$ cat config.mk
export PLATFORM = sky130hd
export DESIGN_NAME = srmv_mac
export DESIGN_NICKNAME = d
export VERILOG_FILES = /design/src/hdl/srmv_pkg.sv /design/src/hdl/srmv_mac.sv
export SDC_FILE = /design/constraint.sdc
export NUM_CORES = 2
export LEC_CHECK = 0
export BUFFER_PORTS_ARGS = -buffer_cell sky130_fd_sc_hd__clkbuf_2
export CAP_MARGIN = 20
export CORE_UTILIZATION = 32
export DETAILED_ROUTE_END_ITERATION = 8
export SYNTH_ARGS = -nofsm -noshare
export SYNTH_HDL_FRONTEND = slang
export SYNTH_SLANG_ARGS = --single-unit
$ cat constraint.sdc
create_clock -name clk -period 9.6 [get_ports clk]
set_clock_uncertainty 0.15 [all_clocks]
set_input_delay 0.48 -clock clk [delete_from_list [all_inputs] [get_ports clk]]
set_output_delay 0.48 -clock clk [all_outputs]
set_load 0.02 [all_outputs]
$ cat src/hdl/srmv_pkg.sv
// Package for the sparse row matrix-vector multiply core.
// Holds the shared widths, function codes and the control and result structs.
// Depends on nothing; every other file refers to it by scoped names.
package srmv_pkg;

  // Depth of the dense vector store.
  localparam int VECTOR_DEPTH = 1024;
  localparam int VEC_AW       = $clog2(VECTOR_DEPTH);
  // Wide enough to hold any position and any legal depth for comparisons.
  localparam int DEPTH_CMP_W  = 17;

  localparam int POS_W       = 10;
  localparam int VALUE_W     = 32;
  localparam int LEN_W       = 11;
  localparam int ROW_W       = 16;
  localparam int ACC_W       = 64;
  localparam int FRAC_W      = 16;
  localparam int FUNC_W      = 2;
  localparam int IN_TDATA_W  = 48;
  localparam int OUT_TDATA_W = 56;
  localparam int CFG_AW      = 3;
  localparam int CFG_DW      = 32;

  localparam logic [LEN_W-1:0] LEN_RESET = 11'd1024;

  // Register indexes on the configuration port.
  localparam logic [0:0] REG_VECTOR_LENGTH = 1'd0;

  localparam logic signed [VALUE_W-1:0] Q_MAX = 32'sh7FFF_FFFF;
  localparam logic signed [VALUE_W-1:0] Q_MIN = 32'sh8000_0000;

  typedef enum logic [FUNC_W-1:0] {
    FUNC_LOAD    = 2'd0,
    FUNC_NONZERO = 2'd1,
    FUNC_EMPTY   = 2'd2
  } func_t;

  // Control that travels alongside one request through the pipeline.
  typedef struct packed {
    logic  valid;
    func_t kind;
    logic  col_err;
    logic  last;
  } item_ctrl_t;

  // Finished row as presented to the output register.
  typedef struct packed {
    logic                       emit;
    logic [ROW_W-1:0]           row_index;
    logic signed [VALUE_W-1:0]  row_value;
    logic                       index_error;
    logic                       saturated;
  } row_result_t;

endpackage

$ cat src/hdl/srmv_mac.sv
// Multiply-accumulate datapath of the sparse row matrix-vector multiply core.
// Registers the product, accumulates rows with saturation and clamps results.
// Depends on srmv_pkg.
module srmv_mac (
  input  logic                                 clk,
  input  logic                                 rst_n,
  input  logic                                 adv,
  input  srmv_pkg::item_ctrl_t                 ctrl,
  input  logic signed [srmv_pkg::VALUE_W-1:0]  mat_value,
  input  logic signed [srmv_pkg::VALUE_W-1:0]  vec_value,
  output srmv_pkg::row_result_t                res
);

  // Multiply stage.
  srmv_pkg::item_ctrl_t              s2_ctrl_r;
  logic signed [srmv_pkg::ACC_W-1:0] prod_r;

  // Accumulate stage and row state.
  logic signed [srmv_pkg::ACC_W-1:0] acc_r, acc_nxt;
  logic                              row_err_r, row_err_nxt;
  logic                              fresh_r, fresh_nxt;
  logic [srmv_pkg::ROW_W-1:0]        row_cnt_r, row_cnt_nxt;
  logic                              s3_emit_r, s3_emit_nxt;
  logic [srmv_pkg::ROW_W-1:0]        s3_row_r, s3_row_nxt;

  logic signed [srmv_pkg::ACC_W-1:0] base;
  logic                              err_base;
  logic signed [srmv_pkg::ACC_W-1:0] term;
  logic signed [srmv_pkg::ACC_W:0]   sum;
  logic signed [srmv_pkg::ACC_W-1:0] sat_sum;

  always_comb begin
    // A row that was just closed or restarted begins from zero.
    base     = fresh_r ? '0 : acc_r;
    err_base = fresh_r ? 1'b0 : row_err_r;
    // Floor division by 2^16 is an arithmetic shift.
    term     = prod_r >>> srmv_pkg::FRAC_W;
    sum      = {base[srmv_pkg::ACC_W-1], base} + {term[srmv_pkg::ACC_W-1], term};
    if (sum[srmv_pkg::ACC_W] != sum[srmv_pkg::ACC_W-1]) begin
      sat_sum = {sum[srmv_pkg::ACC_W], {(srmv_pkg::ACC_W-1){~sum[srmv_pkg::ACC_W]}}};
    end else begin
      sat_sum = sum[srmv_pkg::ACC_W-1:0];
    end

    acc_nxt     = acc_r;
    row_err_nxt = row_err_r;
    fresh_nxt   = fresh_r;
    row_cnt_nxt = row_cnt_r;
    s3_emit_nxt = 1'b0;
    s3_row_nxt  = row_cnt_r;

    if (s2_ctrl_r.valid) begin
      case (s2_ctrl_r.kind)
        srmv_pkg::FUNC_LOAD: begin
          fresh_nxt   = 1'b1;
          row_cnt_nxt = '0;
        end
        srmv_pkg::FUNC_NONZERO: begin
          acc_nxt     = s2_ctrl_r.col_err ? base : sat_sum;
          row_err_nxt = err_base | s2_ctrl_r.col_err;
          fresh_nxt   = s2_ctrl_r.last;
          s3_emit_nxt = s2_ctrl_r.last;
        end
        srmv_pkg::FUNC_EMPTY: begin
          acc_nxt     = base;
          row_err_nxt = err_base;
          fresh_nxt   = 1'b1;
          s3_emit_nxt = 1'b1;
        end
        default: begin
          // Unused code: no change of state.
        end
      endcase
      if (s3_emit_nxt) begin
        row_cnt_nxt = row_cnt_r + 1'b1;
      end
    end
  end

  always_ff @(posedge clk) begin
    if (!rst_n) begin
      s2_ctrl_r <= '0;
      fresh_r   <= 1'b1;
      row_err_r <= 1'b0;
      row_cnt_r <= '0;
      s3_emit_r <= 1'b0;
    end else if (adv) begin
      s2_ctrl_r <= ctrl;
      fresh_r   <= fresh_nxt;
      row_err_r <= row_err_nxt;
      row_cnt_r <= row_cnt_nxt;
      s3_emit_r <= s3_emit_nxt;
    end
  end

  always_ff @(posedge clk) begin
    if (adv) begin
      prod_r   <= mat_value * vec_value;
      acc_r    <= acc_nxt;
      s3_row_r <= s3_row_nxt;
    end
  end

  // Clamp the finished row to Q16.16 range.
  always_comb begin
    res.emit        = s3_emit_r;
    res.row_index   = s3_row_r;
    res.index_error = row_err_r;
    if (acc_r > 64'(srmv_pkg::Q_MAX)) begin
      res.row_value = srmv_pkg::Q_MAX;
      res.saturated = 1'b1;
    end else if (acc_r < 64'(srmv_pkg::Q_MIN)) begin
      res.row_value = srmv_pkg::Q_MIN;
      res.saturated = 1'b1;
    end else begin
      res.row_value = acc_r[srmv_pkg::VALUE_W-1:0];
      res.saturated = 1'b0;
    end
  end

endmodule

==> run_results.csv <==
group,metric,value,unit
critical_path,reg2reg_depth,13,
floorplan,dieArea,0.147,mm²
critical_path,rrSetupSlack,3670,ps
timing,post-route-min-period,8570,ps
worst_hold_path,worstHoldStart,"ctrl[2]",
final_layout,final_common_cell,"fa_1",
floorplan,core,0.144,mm²
critical_path,cp.depth,27,
cts,path_clk_slew,70,ps
critical_path,crit_path_start_kind,"primary input",
grt,antenna_found_initial,15,
detailed_routing,routedWlPerCell,20.1,µm
worst_hold_path,min_to,"s2_ctrl_r[2]",
cts,cts_buffer_depth,2,
critical_path,worst-setup-path-type,"in -> reg",
timing,finalMaxSlewViolations,0,
grt,met2_usage,30.2,%
critical_path,crit_required,9660,ps
timing,finalSetupViolations,0,
final_layout,final_cell_mix,"fa_1 (1,082), inv_1 (1,022), nand2_1 (722)",
grt,grt_overflow,0,
logic_synthesis,synth_top_family_by_area,"adder cells",
detailed_routing,drt_iter0_drc,2414,
cts,clock_latency,460,ps
worst_hold_path,whs_path_depth,3,
critical_path,path_delay_family,"adder cells",
run,max_cap_viol_count,0,
run_status,status,"completed",
worst_hold_path,hold_path.class,"in -> reg",
cts,cts_tree,"yes",
logic_synthesis,synth_simple_gate_area_share,17.4,%
floorplan,dieWidth,384,µm
final_layout,nets,6415,
detailed_routing,routed_wl,140000,µm
grt,top_usage_layer,"met2",
cts,h-tree-depth,4,
timing,tightest_slew,1090,ps
logic_synthesis,synth_seq_cells,152,
final_layout,drive_gt1_share,5.67,%
placed_design,gp_congestion,0.936,
critical_path,cp_slowest_cell,"fa_1",
timing,rsz0062_at_grt,"no",
cts,numCtsBuffers,17,
logic_synthesis,synth_mux_area_share,0.266,%
logic_synthesis,synth-edff-count,128,
grt,grtUsageMet3,4.38,%
detailed_routing,drtAntennaViolNets,0,
grt,grt_usage,19.3,%
final_layout,nFillCells,14700,
logic_synthesis,synth_cells,5051,
critical_path,endpoint_kind,"flip-flop",
detailed_routing,drc_errors,0,
grt,grt_pass1_wl,218000,µm
floorplan,die_h,384,µm
critical_path,cpMostUsedCell,"fa_1",
timing,fmax,0.117,GHz
logic_synthesis,async_flop_share,0,%
logic_synthesis,yosys_warnings,0,
cts,postCtsSetupBuffers,0,
timing,relSlewSlack,27.4,%
critical_path,path_buf_inv,8,
logic_synthesis,syn_nets,6454,
critical_path,cp_max_fo,32,
logic_synthesis,synth-xor-area-share,2.22,%
grt,grt_max_degree,67,
timing,setup_tns,0,ps
detailed_routing,drtPass1Iterations,5,
placed_design,hpwl,113000,µm
detailed_routing,vias_per_cell,4.95,
critical_path,reg2reg_from,"fresh_r",
timing,fin_crit_sh,89.2,%
cts,ctsRootBufferMaster,"clkbuf_16",
floorplan,start_util,32.3,%
critical_path,crit_start,"mat_value[31]",
critical_path,arrival,8620,ps
grt,gr-usage-met1,27.3,%
detailed_routing,vias,34300,
timing,finalHoldViolCount,0,
cts,hold_buffers,0,
logic_synthesis,yosysUniqueCellTypes,85,
logic_synthesis,synth-compound-area-share,6.99,%
logic_synthesis,synthAdderAreaFrac,53.3,%
final_layout,area_delta_synth_final,6.80,%
logic_synthesis,syn_area_per_cell,9.23,µm²
floorplan,rows,139,
cts,postCtsResizedCells,0,
logic_synthesis,syn_area,0.0466,mm²
critical_path,slowest_delay,630,ps
cts,cts.sink_count,152,
logic_synthesis,ys_seq_area_share,9.27,%
critical_path,rr_endpoint,"acc_r[36]",
placed_design,port_buffers,122,
floorplan,io_pins,123,
logic_synthesis,synth_ff_type,"edfxtp_1",
grt,grt_pass1_vias,36500,
-- worst register-to-register path, delay by kind of cell (launching register included) --
| kind | cells | cell delay, ps |
|---|---|---|
| adders and majority gates | 1 | 290 |
| and+or+nand+nor | 3 | 900 |
| AOI/OAI and AO/OA | 6 | 2270 |
| buffers and inverters | 2 | 600 |
| DFF | 1 | 880 |
| xor gates and xnor gates | 1 | 530 |
-- worst max-delay path by stage --
stage,endpoint,slack [ps]
global placement,prod_r[60],540
global route,prod_r[60],560
finish,prod_r[60],1030
detailed placement,prod_r[60],520
CTS,prod_r[60],990
floorplan,prod_r[60],1370
-- Yosys cell counts, types with 5 or more instances --
cell type  number  area, µm²
a22oi_1         5       37.5
buf_2          24        120
a211o_1        12        105
nand2b_1       24        150
mux2i_1         9       90.1
fa_1         1082      21700
a211oi_1       20        150
buf_4           5       37.5
xor2_1         57        499
o211ai_1       24        180
and3_1         16        100
buf_6           6       67.6
edfxtp_1      128       3840
nand3_1        29        145
a2111oi_0       6       52.6
ha_1          249       3120
clkbuf_2        5       25.0
nor3_1         26        130
nand2_1       722       2710
maj3_1          5       50.1
nor2_1        148        556
nand4_1        38        238
a21oi_1       118        591
o21bai_1        9       67.6
or2_2           6       37.5
or3_1          20        125
nor4_1          9       56.3
and4_1          5       43.8
a21o_1         55        413
o21ai_1        37        185
nor2b_1        84        526
and2_1        500       3130
o21ai_0       107        536
inv_1        1022       3840
o31ai_1         9       67.6
dfxtp_1        24        480
o21a_1         21        158
clkbuf_1      223        837
xnor2_1        58        508
a31oi_1        14       87.6
a31o_2          6       52.6
-- area by class of cell --
type | instances | area [µm²] | area share [%]
flip-flops and latches | 152 | 4330 | 8.68
clock buffers | 18 | 450 | 0.904
well taps | 1903 | 2380 | 4.78
diodes | 2 | 5.00 | 0.0100
clock inverters | 14 | 128 | 0.256
repair buffers | 205 | 1280 | 2.57
multi-input cells | 3614 | 37400 | 75.1
inverters | 1022 | 3840 | 7.70
-- sequential cells by signal, summed over array words and instances (netlist names) --
signal	count
acc_r	64
fresh_r	1
row_err_r	1
s3_emit_r	1
row_cnt_r	16
s2_ctrl_r	5
s3_row_r	16
prod_r	48
-- stage by stage --
stage / util [%] / area [µm²] / setup WS [ps] / hold slack, ps / std cells
after detailed placement: 34.1 / 49200 / 523 / 284 / 6895
after global routing: 34.5 / 49800 / 559 / 160 / 6930
final: 34.5 / 49800 / 1030 / 149 / 6930
after floorplan: - / 46600 / 1370 / 267 / 5051
after global placement: 34.1 / 49200 / 543 / 279 / 6895
after CTS: 34.5 / 49800 / 995 / 133 / 6927
-- logic make-up (layout without fill, tap and decap cells) --
group	Yosys count	after routing
AND/OR/NAND/NOR	1644	1644
XOR/XNOR	116	116
buffers and inverters	1285	1259
multiplexers	12	12
flip-flops	152	152
AO/OA/AOI/OAI	502	502
other	0	2
adder cells (fa/ha/maj)	1340	1340
-- routing by layer --
metal,vias to the layer above,part of all wire [%],wire [µm]
met5,-,0.088,123
met4,20,1.9,2590
met3,165,9.1,12600
met2,1274,44,61900
met1,17600,45,62300
li1,15200,-,-
Power is not shown: default switching activity piles up to over one toggle a cycle in this logic, so the estimate is an artifact.
